### config.mk
export PLATFORM = sky130hd
export DESIGN_NAME = cwms_ctrl
export DESIGN_NICKNAME = d
export VERILOG_FILES = /design/src/cwms_pkg.sv /design/src/cwms_ctrl.sv
export SDC_FILE = /design/constraint.sdc
export NUM_CORES = 1
export LEC_CHECK = 0
export CELL_PAD_IN_SITES_DETAIL_PLACEMENT = 0
export CELL_PAD_IN_SITES_GLOBAL_PLACEMENT = 1
export CORE_AREA = 2 2 39 41
export DETAILED_ROUTE_END_ITERATION = 7
export DIE_AREA = 0 0 41 43
export DONT_BUFFER_PORTS = 1
export HOLD_SLACK_MARGIN = 0.03
export MAX_ROUTING_LAYER = met4
export PLACE_DENSITY_LB_ADDON = 0.3
export SKIP_CTS_REPAIR_TIMING = 1
export SYNTH_ARGS = -nofsm -noshare
export SYNTH_HDL_FRONTEND = slang
export SYNTH_SLANG_ARGS = --single-unit
### constraint.sdc
create_clock -name clk_i -period 1.1 [get_ports clk_i]
set_input_delay 0.22 -clock clk_i [delete_from_list [all_inputs] [get_ports clk_i]]
set_output_delay 0.22 -clock clk_i [all_outputs]
set_load 0.005 [all_outputs]
### src/cwms_pkg.sv
`default_nettype none
package cwms_pkg;

  localparam logic [2:0] REG_CLIP_ENABLE = 3'd0;
  localparam logic [2:0] REG_CLIP_HIGH   = 3'd1;
  localparam logic [2:0] REG_CLIP_LOW    = 3'd2;
  localparam logic [2:0] REG_BAD_VALUE   = 3'd3;
  localparam logic [2:0] REG_COL_FIRST   = 3'd4;
  localparam logic [2:0] REG_COL_FINAL   = 3'd5;
  localparam logic [2:0] REG_ROW_FIRST   = 3'd6;
  localparam logic [2:0] REG_ROW_FINAL   = 3'd7;

  localparam int SUM_W = 64;

  // controller -> datapath
  typedef struct packed {
    logic acc_load;    // latch a pixel beat and update accumulators
    logic div_start;   // begin sum / count
    logic sq_start;    // begin mean^2 * count product
    logic div2_start;  // begin variance / count
    logic sqrt_start;  // begin square root
    logic clear;       // clear accumulators
  } cwms_cmd_t;

  // datapath -> controller
  typedef struct packed {
    logic unit_done;
  } cwms_sts_t;

endpackage
`default_nettype wire

### src/cwms_ctrl.sv
`default_nettype none
module cwms_ctrl (
  input  wire logic              clk_i,
  input  wire logic              rst_ni,
  input  wire logic              in_valid_i,
  output logic                   in_stall_o,
  input  wire logic              frame_end_i,
  output logic                   out_valid_o,
  input  wire logic              out_stall_i,
  output logic                   out_kind_o,
  output logic                   out_last_o,
  output cwms_pkg::cwms_cmd_t    cmd_o,
  input  wire cwms_pkg::cwms_sts_t sts_i
);
  import cwms_pkg::*;

  localparam logic [2:0] S_IDLE = 3'd0;
  localparam logic [2:0] S_PIX  = 3'd1;
  localparam logic [2:0] S_DIV  = 3'd2;
  localparam logic [2:0] S_SQ   = 3'd3;
  localparam logic [2:0] S_DIV2 = 3'd4;
  localparam logic [2:0] S_SQRT = 3'd5;
  localparam logic [2:0] S_STAT = 3'd6;

  logic [2:0] state_q, state_d;
  logic       fend_q, fend_d;
  logic       accept, out_take;

  assign accept   = in_valid_i && !in_stall_o;
  assign out_take = out_valid_o && !out_stall_i;

  // Pixel result may sit in the output register while the next beat enters.
  assign in_stall_o  = !(state_q == S_IDLE || (state_q == S_PIX && !fend_q && out_take));
  assign out_valid_o = (state_q == S_PIX) || (state_q == S_STAT);
  assign out_kind_o  = (state_q == S_STAT);
  assign out_last_o  = (state_q == S_STAT) || !fend_q;

  always_comb begin
    state_d = state_q;
    fend_d  = fend_q;
    cmd_o   = '0;
    cmd_o.acc_load = accept;
    case (state_q)
      S_IDLE: begin
        if (accept) begin
          state_d = S_PIX;
          fend_d  = frame_end_i;
        end
      end
      S_PIX: begin
        if (out_take) begin
          if (fend_q) begin
            state_d = S_DIV;
            cmd_o.div_start = 1'b1;
          end else if (accept) begin
            fend_d = frame_end_i;
          end else begin
            state_d = S_IDLE;
          end
        end
      end
      S_DIV: begin
        if (sts_i.unit_done) begin
          state_d = S_SQ;
          cmd_o.sq_start = 1'b1;
        end
      end
      S_SQ: begin
        if (sts_i.unit_done) begin
          state_d = S_DIV2;
          cmd_o.div2_start = 1'b1;
        end
      end
      S_DIV2: begin
        if (sts_i.unit_done) begin
          state_d = S_SQRT;
          cmd_o.sqrt_start = 1'b1;
        end
      end
      S_SQRT: begin
        if (sts_i.unit_done) state_d = S_STAT;
      end
      S_STAT: begin
        if (out_take) begin
          state_d = S_IDLE;
          cmd_o.clear = 1'b1;
        end
      end
      default: state_d = S_IDLE;
    endcase
  end

  always_ff @(posedge clk_i or negedge rst_ni) begin
    if (!rst_ni) begin
      state_q <= S_IDLE;
      fend_q  <= 1'b0;
    end else begin
      state_q <= state_d;
      fend_q  <= fend_d;
    end
  end

`ifndef ASSERT_OFF
  a_no_accept_busy: assert property (@(posedge clk_i) disable iff (!rst_ni)
    (state_q == S_DIV || state_q == S_SQRT || state_q == S_STAT) |-> in_stall_o)
    else $error("beat accepted during statistics");
  a_stat_last: assert property (@(posedge clk_i) disable iff (!rst_ni)
    (out_valid_o && out_kind_o) |-> out_last_o)
    else $error("statistics result without last");
  a_stat_follows: assert property (@(posedge clk_i) disable iff (!rst_ni)
    (state_q == S_PIX && fend_q && out_take) |=> state_q == S_DIV)
    else $error("frame end not followed by statistics");
`endif
endmodule
`default_nettype wire

Yosys cells after proc, flatten, opt, wreduce, memory -nomap -nowiden

Index checks and enable logic that the tools add are counted.

Register bits after elaboration: 4
Bits of input ports: 6

Eq/ne operators: 14
Muxes and demuxes: 24
Reduce and logical (&&, ||, !) cells: 14

Operators with widths:

| kind                 | count |
|---|---|
| $mux W3              | 9 |
| $pmux W3 S7          | 1 |
| $mux W1              | 13 |
| $ne A2 B2 Y1 const B | 6 |
| $eq A3 B3 Y1 const B | 3 |
| $reduce_and A8 Y1    | 1 |
| $eq A3 B2 Y1 const B | 2 |
| $logic_and A1 B1 Y1  | 4 |
| $eq A3 B1 Y1 const B | 1 |
| $logic_not A1 Y1     | 3 |
| $logic_not A3 Y1     | 1 |
| $logic_or A1 B1 Y1   | 3 |
| $ne A3 B3 Y1 const B | 1 |
| $reduce_and A3 Y1    | 1 |
| $ne A2 B1 Y1 const B | 1 |
| $pmux W1 S2          | 1 |
| $reduce_bool A2 Y1   | 1 |

Logic depth before layout (Yosys ltp)

Gate-level depths: netlist (run 1).

Depth after elaboration: 10
Mapped depth: 4
Gate-level depth less buffers: 3

Worst setup path after synthesis (run 1)

Ideal clock, no wire load.

Path kind: register to output
Start point: reg state_q[1]
End point: out cmd_o[5] in the netlist's numbering
Arrival time: 0.958 ns
Data required time: 0.880 ns
Slack: -0.078 ns
Cell stages (with the launch flop): 4
Path buffers: 1
Cells stage by stage: dfrtp_1 -> or3b_4 -> nor2b_1 -> buf_4

Cells in the longest elaborated chain, start to end: 6
Elaborated cells on any way between the ends: 9
Classes of those cells: eq/ne (2); reduce/logical (7)

Ends and longest elaborated chain:

| what                                         | line                             | source |
|---|---|---|
| from (decl)                                  | cwms_ctrl.sv:25                  | `logic [2:0] state_q, state_d;` |
| from (signal assigned)                       | cwms_ctrl.sv:98                  | `state_q <= state_d;` |
| $eq A3 B1 Y1 or $eq A3 B3 Y1 (tied branches) | cwms_ctrl.sv:33, cwms_ctrl.sv:34 |  |
| $logic_or A1 B1 Y1                           | cwms_ctrl.sv:34                  | `assign out_valid_o = (state_q == S_PIX) \|\| (state_q == S_STAT);` |
| $logic_and A1 B1 Y1                          | cwms_ctrl.sv:30                  | `assign out_take = out_valid_o && !out_stall_i;` |
| $logic_and A1 B1 Y1                          | cwms_ctrl.sv:33                  | `assign in_stall_o = !(state_q == S_IDLE \|\| (state_q == S_PIX && !fend_q && out_take));` |
| $logic_or A1 B1 Y1 (*)                       | cwms_ctrl.sv:33                  |  |
| $logic_and A1 B1 Y1 (*)                      | cwms_ctrl.sv:29                  | `assign accept = in_valid_i && !in_stall_o;` |
| to (decl)                                    | cwms_ctrl.sv:12                  | `output cwms_pkg::cwms_cmd_t cmd_o,` |

Every way passes the cells marked *; elsewhere a longest branch is shown, timed or not.

==> impl_results.md, run 1 <==
* Switch share at 39.4%
* Finished Cell Area at a little over 500 um2
* Final min period at 1390 ps
* Peak supply drop at between 0.9 and 1 mV
* Slew HR at 84.1%
* WS Path Type: flop to output pin
* Avg Inst Size Synth at 7.65 um2
* Net Count, Synth at between 40 and 50
* Setup Skew at 0.841 ps
* I/O Pins at 16
* Clk Latency, worst-skew pair at roughly 230 ps
* Sw Pwr at 0.565 mW
* Flop pwr share at 21.2%
* Fin. Hold Viols at 0
* First-pass GRT wire length at 1120 um
* Failing checks: setup timing
* CTS buffer count at 3
* # diodes at 0
* Vias in the first global route at 297
* Final Max Tran Viols at 0
* Worst slack at placement at -72.7 ps
* GRT Overall Usage at under 10%
* Post-Syn Area at 329 um2
* Setup slack, reg-to-reg at -160 ps
* Ys async rst share at 100%
* RSZ-0062 raised after global routing: yes
* # nets final at 62
* DRT antenna net count at 0
* Die area at 0.00176 mm2
* Final period utilization at 126%
* # DRC at 0
* Clock power share at 12.2%
* Port-buffer cells at 0
* Root buffer cell: clkbuf_4
* Max FO, Critical Path at 3
* CP max-delay cell: or3b_4
* Worst EP required at 880 ps
* Worst EP arrival at between 1000 and 1500 ps
* Clk slew on worst S/H paths at around 40 ps
* Die Ht at 43 um
* Fillers at 158
* Reported max-cap violation count at 0
* Dpl cells at 62
* Post-synth EDFFs at 0
* Clk buf depth at 2
* Biggest area consumer among synthesized cells: dfrtp_1
* Clock tree sinks at 4
* Yosys reg bits at 4
* Hold WS at around 120 ps
* Hpwl dp at 575 um
* Finish-stage setup viols at 12
* Top post-synthesis cells by area: dfrtp_1, nand2_1, o21ai_0, buf_2, and4bb_2
* CTS tree: yes
* Placed inst area at 379 um2
* Via density at 4.69
* Tot Pwr at 1.44 mW
* Core Rows at 14
* Drt wl/cell at 12.6 um
* Largest net degree at the start of global routing at 14
* Leakage at 0.241 nW
* Critical Path End Type: output pin
* Cell Int Power at 0.871 mW
* Top cell type's share of synthesized area at 30.4%
* Ys Warns at 0
* Distinct cell type count after synthesis at 23
* Placer Congestion at 0.709
* Number of cells produced by synthesis at 43
* DRT iter0 DRCs at 1
* Peak Freq at 0.720 GHz
* Worst Setup Slack, final at -288 ps
* Cell Count, Final, Fillers Out at 70
* Pwr dens at between 2000 and 3000 mW/mm2
* Seq/Total Area, Yosys at between 30% and 40%
* Antenna violations before repair at 0
* Most used flip-flop cell after synthesis: dfrtp_1
* Logic pwr share at 66.6%
* Crit-path cells: or3b_4, nor2b_4
* Initial Util at between 20% and 30%
* DR vias at ~330
* Core area at around 0.0014 mm2
* Layout cells sized above 1 at 50.0%
* Status: complete, but fails checks
* Area growth, synth to finish at 55.5%
* Critical path's largest stage delay at 430 ps
* Die Wd at 41 um
* Overflow after GRT at 0
* Drt pass-1 iters at 2
* CTS H-Tree Depth at 1
* WL final at 884 um
* Crit path launch type: flop
* Class of the worst hold path: primary input to flop
* Slew @ Worst Pin at ~240 ps
-- final timing paths --
kind | startpoint | endpoint | depth (start not counted)
setup / recovery | state_q[1]$_DFFE_PN0P_ | cmd_o[5] | 2
hold reg to reg | fend_q$_DFFE_PN0P_ | fend_q$_DFFE_PN0P_ | 2
min in group asynchronous | rst_ni | state_q[1]$_DFFE_PN0P_ | 1
max in group asynchronous | rst_ni | state_q[0]$_DFFE_PN0P_ | 1
setup reg to reg | state_q[1]$_DFFE_PN0P_ | fend_q$_DFFE_PN0P_ | 4
hold / removal | frame_end_i | fend_q$_DFFE_PN0P_ | 2
-- critical path, delay by kind of cell, from the launching register on --
kind,cells,cell delay (ps)
flip-flops,1,390
AND/OR/NAND/NOR,2,550
-- cell type report --
| class | count | area (um2) | area share [%] |
|---|---|---|---|
| clock buffer | 3 | 22.5 | 4.40 |
| inverter | 2 | 7.51 | 1.47 |
| multi-input combinational | 33 | 256 | 50.1 |
| sequential | 4 | 101 | 19.8 |
| tap | 16 | 20.0 | 3.91 |
| timing repair buffer | 12 | 104 | 20.3 |
-- sequential cells by signal (all words and copies together) (netlist names) --
register and flops:
fend_q 1, state_q 3
-- per-layer routing --
metal,global-route usage [%],vias to the layer above,share of wire (%)
li1,-,170,-
met3,2.09,0,6.9
met4,8.00,0,0
met5,-,-,0
met1,12.7,146,46
met2,12.2,12,47
-- power by group through the flow --
stage,sequential (mW),clock (mW),combinational [mW]
after floorplan,0.264,0,0.456
after global placement,0.323,0,0.609
after detailed placement,0.322,0,0.597
after CTS,0.321,0.187,0.600
after global routing,0.315,0.190,1.05
final,0.305,0.175,0.956
-- Yosys cell counts, drive strengths merged (2+ instances only) --
master,instances
buf,4
nor2,3
dfrtp,4
nor2b,2
inv,2
nand2b,2
o21ai,6
nand2,7
-- through the flow --
stage | utilization [%] | TNS (ps)
3_3_place_gp | 27.4 | -320
2_1_floorplan | - | -77.8
5_1_grt | 37.0 | -2820
3_5_place_dp | 27.4 | -257
4_1_cts | 29.0 | -2650
6_report | 37.0 | -2090
-- placed cells by master, fill, tap and decap left out, types with 2 or more instances in the layout --
cell | synthesis | final
o21ai_2 | 0 | 2
inv_1 | 2 | 2
buf_6 | 0 | 3
clkbuf_4 | 0 | 3
o21ai_0 | 4 | 3
buf_4 | 1 | 8
nand2_1 | 7 | 5
nor2_4 | 0 | 2
dfrtp_1 | 4 | 3
-- logic make-up after synthesis --
group | after synthesis | synth area share [%]
AOI/OAI and AO/OA | 12 | 22.8
buffers and inverters | 6 | 9.13
and+or+nand+nor | 20 | 35.0
DFF | 4 | 30.4
xor gates and xnor gates | 1 | 2.66
(Power assumes the default switching activity.)
==> run 2, diff against run 1 <==
==> constraint.sdc (replaced) <==
create_clock -name clk_i -period 1.4 [get_ports clk_i]
set_input_delay 0.28 -clock clk_i [delete_from_list [all_inputs] [get_ports clk_i]]
set_output_delay 0.28 -clock clk_i [all_outputs]
set_load 0.005 [all_outputs]
==> run 2 against run 1 <==
Against the previous run: the flow still finishes with violations (setup timing); count of clock-buffer cells in the layout unchanged; worst setup slack improved by 240 ps; total power decreased by 33%; routed wire length increased by 1.6%; final area decreased by 14%; critical path depth unchanged; global-route usage increased by 1.4 points; critical path type unchanged; critical endpoint unchanged; largest power group unchanged.
==> impl_results.md, run 2 (synthesis results as in run 1) <==
* Slew @ Worst Pin at 242 ps
* Cell Int Power at about 0.56 mW
* RSZ-0062 raised after global routing: yes
* Antenna violations before repair at 0
* Final period utilization at 104%
* Clk Latency, worst-skew pair at roughly 240 ps
* Critical Path End Type: output pin
* Worst Setup Slack, final at -52.4 ps
* Class of the worst hold path: primary input to flop
* Clk slew on worst S/H paths at 40 ps
* Core area at 0.00138 mm2
* Dpl cells at 58
* Leakage at 0.203 nW
* Top flop regs: state_q (3), fend_q (1)
* CTS buffer count at 3
* GRT Overall Usage at 11.1%
* Port-buffer cells at 0
* Placed inst area at 349 um2
* Hpwl dp at 607 um
* FF-to-FF Start: state_q[2]$_DFFE_PN0P_
* Hold path depth at 2
* Total negative setup slack at -60.7 ps
* Fin. Hold Viols at 0
* CTS tree: yes
* Core Rows at 14
* Sw Pwr at 0.403 mW
* Peak supply drop at 0.656 mV
* Area of the multi-input gates at 234 um2
* Drt wl/cell at 13.8 um
* Root buffer cell: clkbuf_4
* Largest net degree at the start of global routing at 14
* Peak Freq at 0.689 GHz
* Capture point of the worst path: cmd_o[5]
* Status: complete, but fails checks
* Clk buf depth at 2
* Final Max Tran Viols at 0
* WL final at 898 um
* Commonest non-fill, non-tap cell in the layout: nand2_1
* Area growth, synth to finish at 34.2%
* CTS H-Tree Depth at 1
* Largest Register: state_q
* Clock tree sinks at 4
* Logic pwr share at 60.4%
* Crit path launch type: flop
* Fillers at 151
* Overflow after GRT at 0
* I/O Pins at 16
* First-pass GRT wire length at 1200 um
* Max FFs per register at 3
* CP max-delay cell: or3b_4
* Failing checks: setup timing
* DR vias at 324
* WS Path Type: flop to output pin
* Clock power share at 15.3%
* Via density at approximately 5.0
* Kind of cell adding the most delay to the critical path: simple AND/OR/NAND/NOR gates
* Crit-path cells: or3b_4, nor2b_4
* Switch share at 41.8%
* Die Ht at 43 um
* Max FO, Critical Path at 3
* # nets final at 57
* Layout cells sized above 1 at 36.7%
* Pwr dens at 2180 mW/mm2
* Critical path's largest stage delay at roughly 430 ps
* Slew HR at 83.7%
* # diodes at 0
* Finish-stage setup viols at 2
* Drt pass-1 iters at 4
* Worst EP arrival at 1170 ps
* FF+latch area at about 100 um2
* Most frequent cells in the layout: nand2_1, buf_4, o21ai_0, clkbuf_4, dfrtp_1
* Worst Setup SP: state_q[2]$_DFFE_PN0P_
* # DRC at 0
* DRT iter0 DRCs at 7
* Die area at 0.00176 mm2
* Vias in the first global route at between 200 and 300
* Depth of the worst register-to-register path at 5
* Worst min-delay path startpoint: frame_end_i
* Die Wd at 41 um
* Cell Count, Final, Fillers Out at 65
* Finished Cell Area at ~440 um2
* Initial Util at 23.8%
* Setup Skew at slightly below 3 ps
* Placer Congestion at 0.675
* Reg2reg end: state_q[1]$_DFFE_PN0P_
* Reported max-cap violation count at 0
* Final min period at 1450 ps
* Worst path depth at 2
* Setup slack, reg-to-reg at 250 ps
* Worst EP required at about 1100 ps
* DRT antenna net count at 0
* Buf+Inv Stages, Crit Path at 0
* Flop pwr share at 24.4%
-- run 2: worst min-delay path by stage --
stage	endpoint	slack [ps]
after floorplan	fend_q$_DFFE_PN0P_	-20
after global placement	state_q[0]$_DFFE_PN0P_	-20
after detailed placement	state_q[0]$_DFFE_PN0P_	-20
after CTS	state_q[0]$_DFFE_PN0P_	-270
after global routing	fend_q$_DFFE_PN0P_	210
final	fend_q$_DFFE_PN0P_	190
-- run 2: power by group through the flow --
stage	registers, mW	logic [mW]	clock network, mW
floorplan	0.208	0.359	0
global placement	0.251	0.415	0
detailed placement	0.252	0.413	0
CTS	0.250	0.413	0.156
global route	0.246	0.653	0.167
finish	0.234	0.581	0.147
-- run 2: final cells by class --
class                   instances  area share, %
multi-input cells              33           53.0
well taps                      16           4.53
flip-flops and latches          4           22.9
repair buffers                  7           12.7
clock buffers                   3           5.10
inverters                       2           1.70
-- run 2: layer usage --
metal  wire (um)  part of all wire, %  GRT usage, %
met1         414                   46          14.3
met2         417                   46          12.8
met3          57                  6.3          4.19
met4           8                 0.89          10.0
met5           0                    0             -
-- run 2: per-stage QoR --
stage	hold WS, ps	setup slack (ps)	power [mW]	utilization, %
after floorplan	-15.6	162	0.566	-
after global placement	-15.5	168	0.667	25.2
after detailed placement	-15.5	159	0.664	25.2
after global routing	212	-97.3	1.07	31.9
after CTS	-273	-102	0.819	26.9
final	191	-52.4	0.962	31.9
