[config.mk]
export PLATFORM = sky130hd
export DESIGN_NAME = cwms_dp
export DESIGN_NICKNAME = d
export VERILOG_FILES = /design/src/cwms_pkg.sv /design/src/cwms_dp.sv
export SDC_FILE = /design/constraint.sdc
export NUM_CORES = 2
export LEC_CHECK = 0
export BUFFER_PORTS_ARGS = -buffer_cell sky130_fd_sc_hd__clkbuf_2
export CAP_MARGIN = 20
export CORE_MARGIN = 3
export CORE_UTILIZATION = 65
export CTS_CLUSTER_DIAMETER = 150
export DETAILED_ROUTE_END_ITERATION = 10
export PLACE_DENSITY = 0.83
export SYNTH_ARGS = -nofsm -noshare
export SYNTH_HDL_FRONTEND = slang
export SYNTH_SLANG_ARGS = --single-unit
export TNS_END_PERCENT = 30
[constraint.sdc]
create_clock -name clk_i -period 20.8 [get_ports clk_i]
set_input_delay 4.16 -clock clk_i [delete_from_list [all_inputs] [get_ports clk_i]]
set_output_delay 4.16 -clock clk_i [all_outputs]
set_load 0.02 [all_outputs]
[src/cwms_pkg.sv]
`default_nettype none
package cwms_pkg;

  localparam logic [2:0] REG_CLIP_ENABLE = 3'd0;
  localparam logic [2:0] REG_CLIP_HIGH   = 3'd1;
  localparam logic [2:0] REG_CLIP_LOW    = 3'd2;
  localparam logic [2:0] REG_BAD_VALUE   = 3'd3;
  localparam logic [2:0] REG_COL_FIRST   = 3'd4;
  localparam logic [2:0] REG_COL_FINAL   = 3'd5;
  localparam logic [2:0] REG_ROW_FIRST   = 3'd6;
  localparam logic [2:0] REG_ROW_FINAL   = 3'd7;

  localparam int SUM_W = 64;

  // controller -> datapath
  typedef struct packed {
    logic acc_load;    // latch a pixel beat and update accumulators
    logic div_start;   // begin sum / count
    logic sq_start;    // begin mean^2 * count product
    logic div2_start;  // begin variance / count
    logic sqrt_start;  // begin square root
    logic clear;       // clear accumulators
  } cwms_cmd_t;

  // datapath -> controller
  typedef struct packed {
    logic unit_done;
  } cwms_sts_t;

endpackage
`default_nettype wire

[src/cwms_dp.sv]
`default_nettype none
module cwms_dp #(
  parameter int PIXEL_WIDTH = 24,
  parameter int COORD_WIDTH = 12,
  parameter int COUNT_WIDTH = 16
) (
  input  wire logic                     clk_i,
  input  wire logic                     rst_ni,
  input  wire cwms_pkg::cwms_cmd_t      cmd_i,
  output cwms_pkg::cwms_sts_t           sts_o,
  input  wire logic                     clip_enable_i,
  input  wire logic signed [PIXEL_WIDTH-1:0] clip_high_i,
  input  wire logic signed [PIXEL_WIDTH-1:0] clip_low_i,
  input  wire logic signed [PIXEL_WIDTH-1:0] bad_value_i,
  input  wire logic [COORD_WIDTH-1:0]   col_first_i,
  input  wire logic [COORD_WIDTH-1:0]   col_final_i,
  input  wire logic [COORD_WIDTH-1:0]   row_first_i,
  input  wire logic [COORD_WIDTH-1:0]   row_final_i,
  input  wire logic signed [PIXEL_WIDTH-1:0] pixel_i,
  input  wire logic [COORD_WIDTH-1:0]   col_i,
  input  wire logic [COORD_WIDTH-1:0]   row_i,
  output logic signed [PIXEL_WIDTH-1:0] pixel_out_o,
  output logic signed [PIXEL_WIDTH-1:0] mean_o,
  output logic [PIXEL_WIDTH-1:0]        std_dev_o,
  output logic [COUNT_WIDTH-1:0]        count_o
);
  import cwms_pkg::*;

  localparam int W = SUM_W;
  localparam int CNT_MAX = (1 << COUNT_WIDTH) - 1;
  localparam int DCW = $clog2(W + 1);

  logic signed [W-1:0] sum_q;
  logic [W-1:0] sumsq_q;
  logic [COUNT_WIDTH-1:0] cnt_q;
  logic [PIXEL_WIDTH-1:0] pout_q;

  logic inwin, ok;
  logic [PIXEL_WIDTH-1:0] mag;
  logic signed [W-1:0] p_ext;

  assign inwin = col_i >= col_first_i && col_i <= col_final_i &&
                 row_i >= row_first_i && row_i <= row_final_i;
  assign ok = (pixel_i != bad_value_i) &&
              (!clip_enable_i || (pixel_i < clip_high_i && pixel_i > clip_low_i));
  assign p_ext = W'(pixel_i);
  assign mag = pixel_i[PIXEL_WIDTH-1] ? PIXEL_WIDTH'(-pixel_i) : PIXEL_WIDTH'(pixel_i);

  // Square of one pixel magnitude, registered before accumulation.
  logic [2*PIXEL_WIDTH-1:0] sq_q;
  logic                     sq_add_q;

  always_ff @(posedge clk_i or negedge rst_ni) begin
    if (!rst_ni) begin
      sum_q    <= '0;
      sumsq_q  <= '0;
      cnt_q    <= '0;
      sq_add_q <= 1'b0;
    end else begin
      sq_add_q <= 1'b0;
      if (sq_add_q) sumsq_q <= sumsq_q + W'(sq_q);
      if (cmd_i.clear) begin
        sum_q   <= '0;
        sumsq_q <= '0;
        cnt_q   <= '0;
      end else if (cmd_i.acc_load && inwin && ok && cnt_q != COUNT_WIDTH'(CNT_MAX)) begin
        sum_q    <= sum_q + p_ext;
        cnt_q    <= cnt_q + 1'b1;
        sq_add_q <= 1'b1;
      end
    end
  end

  always_ff @(posedge clk_i) begin
    sq_q <= mag * mag;
    if (cmd_i.acc_load) pout_q <= (inwin && !ok) ? bad_value_i : pixel_i;
  end

  // Shared restoring divider (W-bit numerator / count), one bit per cycle.
  // Also used bit-serially for the product and the square root.
  logic [W-1:0] quo_q, rem_q, num_q, acc_q;
  logic [DCW-1:0] step_q, step_m1;
  logic [1:0] op_q;
  logic busy_q, done_q;
  logic neg_q;
  logic mmag_done_sel_q;
  logic [W-1:0] mmag_q, msq_q, var_q, root_q;
  logic [W-1:0] smag;
  logic [W:0] rem_sh, trial;
  logic [W-1:0] bitv, tsum;
  logic [PIXEL_WIDTH+COUNT_WIDTH-1:0] mc_prod;

  localparam logic [1:0] OP_DIV = 2'd0;
  localparam logic [1:0] OP_MUL = 2'd1;
  localparam logic [1:0] OP_SQRT = 2'd2;

  assign smag    = sum_q[W-1] ? -sum_q : sum_q;
  assign rem_sh  = {rem_q, num_q[W-1]};
  assign trial   = rem_sh - {{(W-COUNT_WIDTH+1){1'b0}}, cnt_q};
  assign step_m1 = step_q - 1'b1;
  assign bitv    = W'(1) << {step_m1[DCW-2:0], 1'b0};
  assign tsum    = quo_q + bitv;
  // mean magnitude never exceeds one pixel magnitude
  assign mc_prod = mmag_q[PIXEL_WIDTH-1:0] * cnt_q;

  always_ff @(posedge clk_i or negedge rst_ni) begin
    if (!rst_ni) begin
      busy_q <= 1'b0;
      done_q <= 1'b0;
    end else begin
      done_q <= 1'b0;
      if (cmd_i.div_start || cmd_i.sq_start || cmd_i.div2_start || cmd_i.sqrt_start)
        busy_q <= 1'b1;
      else if (busy_q && step_q == '0) begin
        busy_q <= 1'b0;
        done_q <= 1'b1;
      end
    end
  end

  always_ff @(posedge clk_i) begin
    if (cmd_i.div_start || cmd_i.div2_start) begin
      op_q   <= OP_DIV;
      num_q  <= cmd_i.div_start ? smag :
                ((sumsq_q > msq_q) ? sumsq_q - msq_q : '0);
      rem_q  <= '0;
      quo_q  <= '0;
      step_q <= DCW'(W);
      if (cmd_i.div_start) neg_q <= sum_q[W-1];
    end else if (cmd_i.sq_start) begin
      // msq = (count * mmag) * mmag: small product first, then shift-add over mmag bits
      op_q   <= OP_MUL;
      num_q  <= mmag_q;
      acc_q  <= '0;
      quo_q  <= W'(mc_prod);
      rem_q  <= '0;
      step_q <= DCW'(W);
    end else if (cmd_i.sqrt_start) begin
      op_q   <= OP_SQRT;
      num_q  <= var_q;
      quo_q  <= '0;
      step_q <= DCW'(W/2);
    end else if (busy_q && step_q != '0) begin
      step_q <= step_q - 1'b1;
      case (op_q)
        OP_DIV: begin
          num_q <= {num_q[W-2:0], 1'b0};
          if (!trial[W]) begin
            rem_q <= trial[W-1:0];
            quo_q <= {quo_q[W-2:0], 1'b1};
          end else begin
            rem_q <= rem_sh[W-1:0];
            quo_q <= {quo_q[W-2:0], 1'b0};
          end
        end
        OP_MUL: begin
          // acc += (num bit) ? quo << k ; shift quo left, num right
          if (num_q[0]) acc_q <= acc_q + quo_q;
          num_q <= num_q >> 1;
          quo_q <= quo_q << 1;
        end
        OP_SQRT: begin
          // bitv = 4^(step-1); quo holds res
          if (num_q >= tsum) begin
            num_q <= num_q - tsum;
            quo_q <= (quo_q >> 1) + bitv;
          end else begin
            quo_q <= quo_q >> 1;
          end
        end
        default: ;
      endcase
    end
    // results land as the unit finishes, ready for the next start
    if (busy_q && step_q == '0) begin
      case (op_q)
        OP_DIV:  if (mmag_done_sel_q) var_q <= quo_q; else mmag_q <= quo_q;
        OP_MUL:  msq_q <= acc_q;
        OP_SQRT: root_q <= quo_q;
        default: ;
      endcase
    end
  end

  // Second divide targets the variance.
  always_ff @(posedge clk_i or negedge rst_ni) begin
    if (!rst_ni) mmag_done_sel_q <= 1'b0;
    else if (cmd_i.div_start) mmag_done_sel_q <= 1'b0;
    else if (cmd_i.div2_start) mmag_done_sel_q <= 1'b1;
  end

  assign sts_o.unit_done = done_q;

  logic stat_q;
  always_ff @(posedge clk_i or negedge rst_ni) begin
    if (!rst_ni) stat_q <= 1'b0;
    else if (cmd_i.div_start) stat_q <= 1'b1;
    else if (cmd_i.acc_load || cmd_i.clear) stat_q <= 1'b0;
  end

  logic [W-1:0] mean_s;
  assign mean_s = neg_q ? -mmag_q : mmag_q;
  assign pixel_out_o = stat_q ? '0 : pout_q;
  assign mean_o    = (stat_q && cnt_q != '0) ? PIXEL_WIDTH'(mean_s) : '0;
  assign std_dev_o = (stat_q && cnt_q != '0) ? PIXEL_WIDTH'(root_q) : '0;
  assign count_o   = stat_q ? cnt_q : '0;

`ifndef ASSERT_OFF
  a_cnt_sat: assert property (@(posedge clk_i) disable iff (!rst_ni)
    (cnt_q == COUNT_WIDTH'(CNT_MAX) && !cmd_i.clear) |=> cnt_q == COUNT_WIDTH'(CNT_MAX))
    else $error("count left saturation");
  a_clear: assert property (@(posedge clk_i) disable iff (!rst_ni)
    cmd_i.clear |=> cnt_q == '0)
    else $error("count not cleared");
  a_done_pulse: assert property (@(posedge clk_i) disable iff (!rst_ni)
    done_q |=> !done_q)
    else $error("done longer than one cycle");
`endif
endmodule
`default_nettype wire

-- Word level (Yosys, flattened, before mapping)
Cells that the tools add are included.
- word-level logic and storage cells: 155
- register bits after elaboration: 703
- input port bits: 177
- output and inout bits: 89
- equal/unequal tests: 6
- magnitude comparators: 8
- shifts and indexed selects: 1
- reductions and logical operators: 51
- bitwise gates (word level): 3
- mux-type cells: 47
- multiply operators: 2
- $add $sub $neg: 13
- operator list (cell ; number):
    2-to-1 mux 64 bit ; 18
    one-hot mux 64 bit (3 select lines) ; 2
    2-to-1 mux 24 bit ; 6
    adder 64 bit ; 2
    subtractor 64 bit ; 2
    2-to-1 mux 40 bit ; 3
    subtractor 65 x 16 -> 65 bit ; 1
    adder 63 x 64 -> 64 bit ; 1
    adder 64 x 24 -> 64 bit ; 1
    adder 64 x 48 -> 64 bit ; 1
    greater-or-equal comparator 64 bit ; 1
    > comparator 64 bit ; 1
    negation 64 bit ; 1
    << shifter 1 x 7 -> 64 bit (first input constant) ; 1
    multiplier 24 x 24 -> 48 bit ; 1
    2-to-1 mux 16 bit ; 3
    negation 24 bit ; 2
    multiplier 24 x 16 -> 40 bit ; 1
    greater-or-equal comparator 12 bit ; 2
    > comparator 24 bit ; 1
    less-or-equal comparator 12 bit ; 2
    < comparator 24 bit ; 1
    inequality test 24 bit ; 1
    nonzero test 2 bit ; 10
    26 further kinds ; 66

-- Longest topological paths before layout
- depth after elaboration: 10
- mapped depth: 38
- depth with buffers taken out: 36

-- Least setup slack after synthesis
No wires, ideal clock.
- kind: input to register
- start: in pixel_i[0]
- end: reg sq_q[44]
- cell stages on the path: 34
- buffers on the path: 2
- library setup time: 0.123 ns
- arrival: 13.165 ns
- slack: 7.512 ns
- path through: inv_1 -> clkbuf_1 -> ha_1 -> nand2_1 -> or4_1 -> or4_1 -> or4_1 -> o21ai_0 -> xnor2_1 -> clkbuf_1 -> nand2_1 -> fa_1 -> inv_1 -> fa_1 -> fa_1 -> fa_1 -> inv_1 -> fa_1 -> inv_1 -> fa_1 -> fa_1 -> ha_1 -> a21o_1 -> a21o_1 -> a221oi_1 -> o21ai_0 -> a211oi_1 -> o31ai_1 -> a21oi_1 -> nor2b_1 -> a221o_1 -> a31oi_1 -> o21bai_1 -> xor2_1
- cells in the longest elaborated chain, start to end: 3
- RTL lines (element ; RTL line ; RTL):
    start: declaration ; cwms_dp.sv:19 ; input wire logic signed [PIXEL_WIDTH-1:0] pixel_i,
    negation 24 bit ; cwms_dp.sv:47 ; assign mag = pixel_i[PIXEL_WIDTH-1] ? PIXEL_WIDTH'(-pixel_i) : PIXEL_WIDTH'(pixel_i);
    2-to-1 mux 24 bit * ; cwms_dp.sv:47 ;
    multiplier 24 x 24 -> 48 bit * ; cwms_dp.sv:75 ; sq_q <= mag * mag;
    end signal: assignment ; cwms_dp.sv:75 ;
    end: declaration ; cwms_dp.sv:50 ; logic [2*PIXEL_WIDTH-1:0] sq_q;
Mark *: on every way between the ends. The rest lies on a longest branch, timed or not.
A chain may end at the register's enable or synchronous reset.

-- Worst setup path after layout
Same ends and word-level chain as after synthesis.

==> flow_summary_export.csv <==
group,metric,value,unit
run_status,status,"finished, final reports clean",
setup_path,start_kind,"primary input",
routing,drc,0,
synth,ys_warn_count,0,
synth,synth_area_leaders,"fa_1 17%, edfxtp_1 13%, ha_1 11%",
floorplanning,die_h,367,um
timing,rsz0062_at_grt,"no",
synth,syn_avg_cell_area,8.61,um2
final_layout,regArea,18500,um2
place,place_hpwl,214,mm
pwr,ir_drop,0.00150,V
global_route,track_usage,40.8,%
final_layout,fin_cells,11700,
global_route,grt_pass1_vias,76000,
synth,seq_area_frac_synth,21.8,%
pwr,report.power.total,15.0,mW
worst_hold_path,hp-class,"reg -> reg",
clock_network,htreeDepth,3,
routing,wl,278,mm
clock_network,postCtsSetupBuffers,0,
routing,top_layer,"met5",
floorplanning,coreArea,129000,um2
place,gp_congestion,1.04,
pwr,p_leak,42.0,nW
final_layout,final_layout_size_suffix_gt1_share,7.07,%
setup_path,arrival,16040,ps
floorplanning,die_w,367,um
timing,tns,0,ps
routing,wl_per_cell,23.8,um
global_route,grt_antenna_before_repair,14,
floorplanning,pin_count,266,
synth,synth_edf_count,369,
routing,drt_iter0_markers,8803,
setup_path,worstPathRequired,21380,ps
timing,slew_violations,0,
final_layout,n_fill_cell,10200,
routing,dr_wl_met2,124,mm
timing,final_hold_viol_count,0,
timing,relSlewSlack,18.5,%
synth,synth_most_common_cell,"inv_1",
floorplanning,rows,131,
synth,synth_cell_types,105,
final_layout,nets,11500,
routing,vias,76300,
final_layout,multiInputGateArea,59900,um2
setup_path,cp_max_fo,17,
setup_path,cpPeakStageDelay,920,ps
flow_run,maxCapViolations,0,
setup_path,critPathKind,"in -> reg",
floorplanning,start_util,65.9,%
clock_network,cts_root_buf,"clkbuf_16",
synth,synth_commonest_cells,"1,195 x inv_1, 912 x nand2_1, 837 x nor2_1, 774 x ha_1, 734 x fa_1",
clock_network,clkTransAtPathRegs,60,ps
floorplanning,die-area,135000,um2
place,dp_slack,4960,ps
global_route,grt_remaining_overflow,0,
clock_network,cts_tree,"built",
final_layout,area_growth,6.95,%
synth,synthFlopType,"edfxtp_1",
clock_network,clk_latency,720,ps
clock_network,cts_max_path_buffers,3,
timing,holdWs,444,ps
routing,first_pass_iters,9,
synth,netlist_area,84700,um2
timing,timing.final.ws_setup,5330,ps
synth,synth_top_area_share,17.4,%
synth,ys_ff_latch,702,
timing,period_share,74.4,%
synth,async_reset_ff_share,21.2,%
routing,ant_nets,0,
timing,fmax,0.0647,GHz
timing,fin_worst_skew,60.1,ps
synth,synthCells,9827,
place,io_buffers,265,
synth,synth_top_cell_by_area,"fa_1",
timing,tightest_slew,1190,ps
pwr,powerDensity,166,nW/um2
setup_path,crit_top_cell,"fa_1",
place,dpl.cell_count,11500,
global_route,grt_max_degree,106,
routing,vias_per_cell,6.54,
global_route,grt_pass1_wl,432,mm
routing,wl_met3,31.1,mm
clock_network,cts_resized,0,
routing,m1WireLength,105,mm
clock_network,cts_sinks,702,
timing,setup_viol_count_final,0,
setup_path,cpMaxStageDelayCell,"xor2_1",
clock_network,cts_made_buffers,83,
clock_network,hold_buffers,0,
timing,fin_crit,15470,ps
setup_path,endpoint_kind,"flop",
## logic make-up (layout without fill, tap and decap cells)
kind of cell	Yosys count	after routing	synth area share [%]
buf+inv	1691	1774	7.56
xor+xnor	688	688	7.14
mux	142	142	1.72
compound gates	2408	2408	18.3
other cells	2	27	0.00887
simple gates	2686	2686	14.7
fa+ha+maj	1508	1508	28.8
flops	702	702	21.8
## worst paths after layout
path | from | end | slack (ps) | cells after the start
max in group asynchronous | rst_ni | sq_add_q$_DFF_PN0_ | 15350 | 3
hold reg to reg | acc_q[5]$_SDFFCE_PP0P_ | msq_q[5]$_DFFE_PP_ | 440 | 0
setup reg to reg | step_q[0]$_SDFFE_PP0P_ | num_q[4]$_DFFE_PP_ | 10000 | 33
hold / removal | acc_q[5]$_SDFFCE_PP0P_ | msq_q[5]$_DFFE_PP_ | 440 | 0
setup / recovery | pixel_i[0] | sq_q[44]$_DFF_P_ | 5330 | 34
min in group asynchronous | rst_ni | sumsq_q[61]$_DFFE_PN0P_ | 3410 | 1
## area by class of cell
type | instances | area share [%]
Clock buffer | 111 | 2.57
Tap cell | 1729 | 2.39
Multi-Input combinational cell | 7449 | 66.2
Inverter | 1203 | 4.99
Antenna cell | 10 | 0.0276
Timing Repair Buffer | 415 | 2.79
Sequential cell | 702 | 20.4
Clock inverter | 45 | 0.608
## state kept, by name, indices dropped and copies added (netlist names), 2 cells and up
signal / flops
pout_q: 24
msq_q: 64
rem_q: 64
cnt_q: 16
op_q: 2
sq_q: 47
var_q: 64
root_q: 24
sumsq_q: 64
step_q: 7
sum_q: 64
num_q: 64
acc_q: 64
quo_q: 64
mmag_q: 64
## worst max-delay path: cells and delay by family
kind | cells | cell delay (ps)
fa+ha+maj | 9 | 3960
buf+inv | 6 | 1850
xor+xnor | 2 | 1070
simple gates | 6 | 1960
compound gates | 11 | 3010
## cell usage in the layout (no fill, tap or decap), types with 113 or more instances in the layout
master	n
dfxtp_1	184
buf_4	147
clkbuf_2	260
mux2i_1	115
xor2_1	325
nand2_1	912
ha_1	772
nand3_1	122
nor2_1	831
dfrtp_1	147
inv_1	1195
xnor2_1	358
fa_1	734
o21ai_0	492
edfxtp_1	369
and2_1	116
a21oi_1	731
a21o_1	280
a31oi_1	113
## stage by stage
| stage | cell area [um2] | utilization (%) |
|---|---|---|
| after global placement | 87600 | 68.1 |
| final | 90500 | 70.5 |
| after detailed placement | 87600 | 68.1 |
| after CTS | 90400 | 70.4 |
| after floorplan | 84700 | - |
| after global routing | 90500 | 70.4 |
## report_power, final
part | internal [mW] | switching [mW] | total, mW | leakage [nW]
logic | 4.93 | 6.71 | 11.6 | 33.4
registers | 1.73 | 0.0627 | 1.79 | 7.21
clock network | 0.896 | 0.670 | 1.57 | 1.37
## metal layers
| metal | vias to the layer above | GRT usage (%) |
|---|---|---|
| met5 | - | 0 |
| met4 | 12 | 23.2 |
| met2 | 4467 | 63.6 |
| met3 | 1132 | 9.08 |
| li1 | 33800 | - |
| met1 | 36900 | 52.5 |
Note: power is estimated with default switching activity, not from simulation.
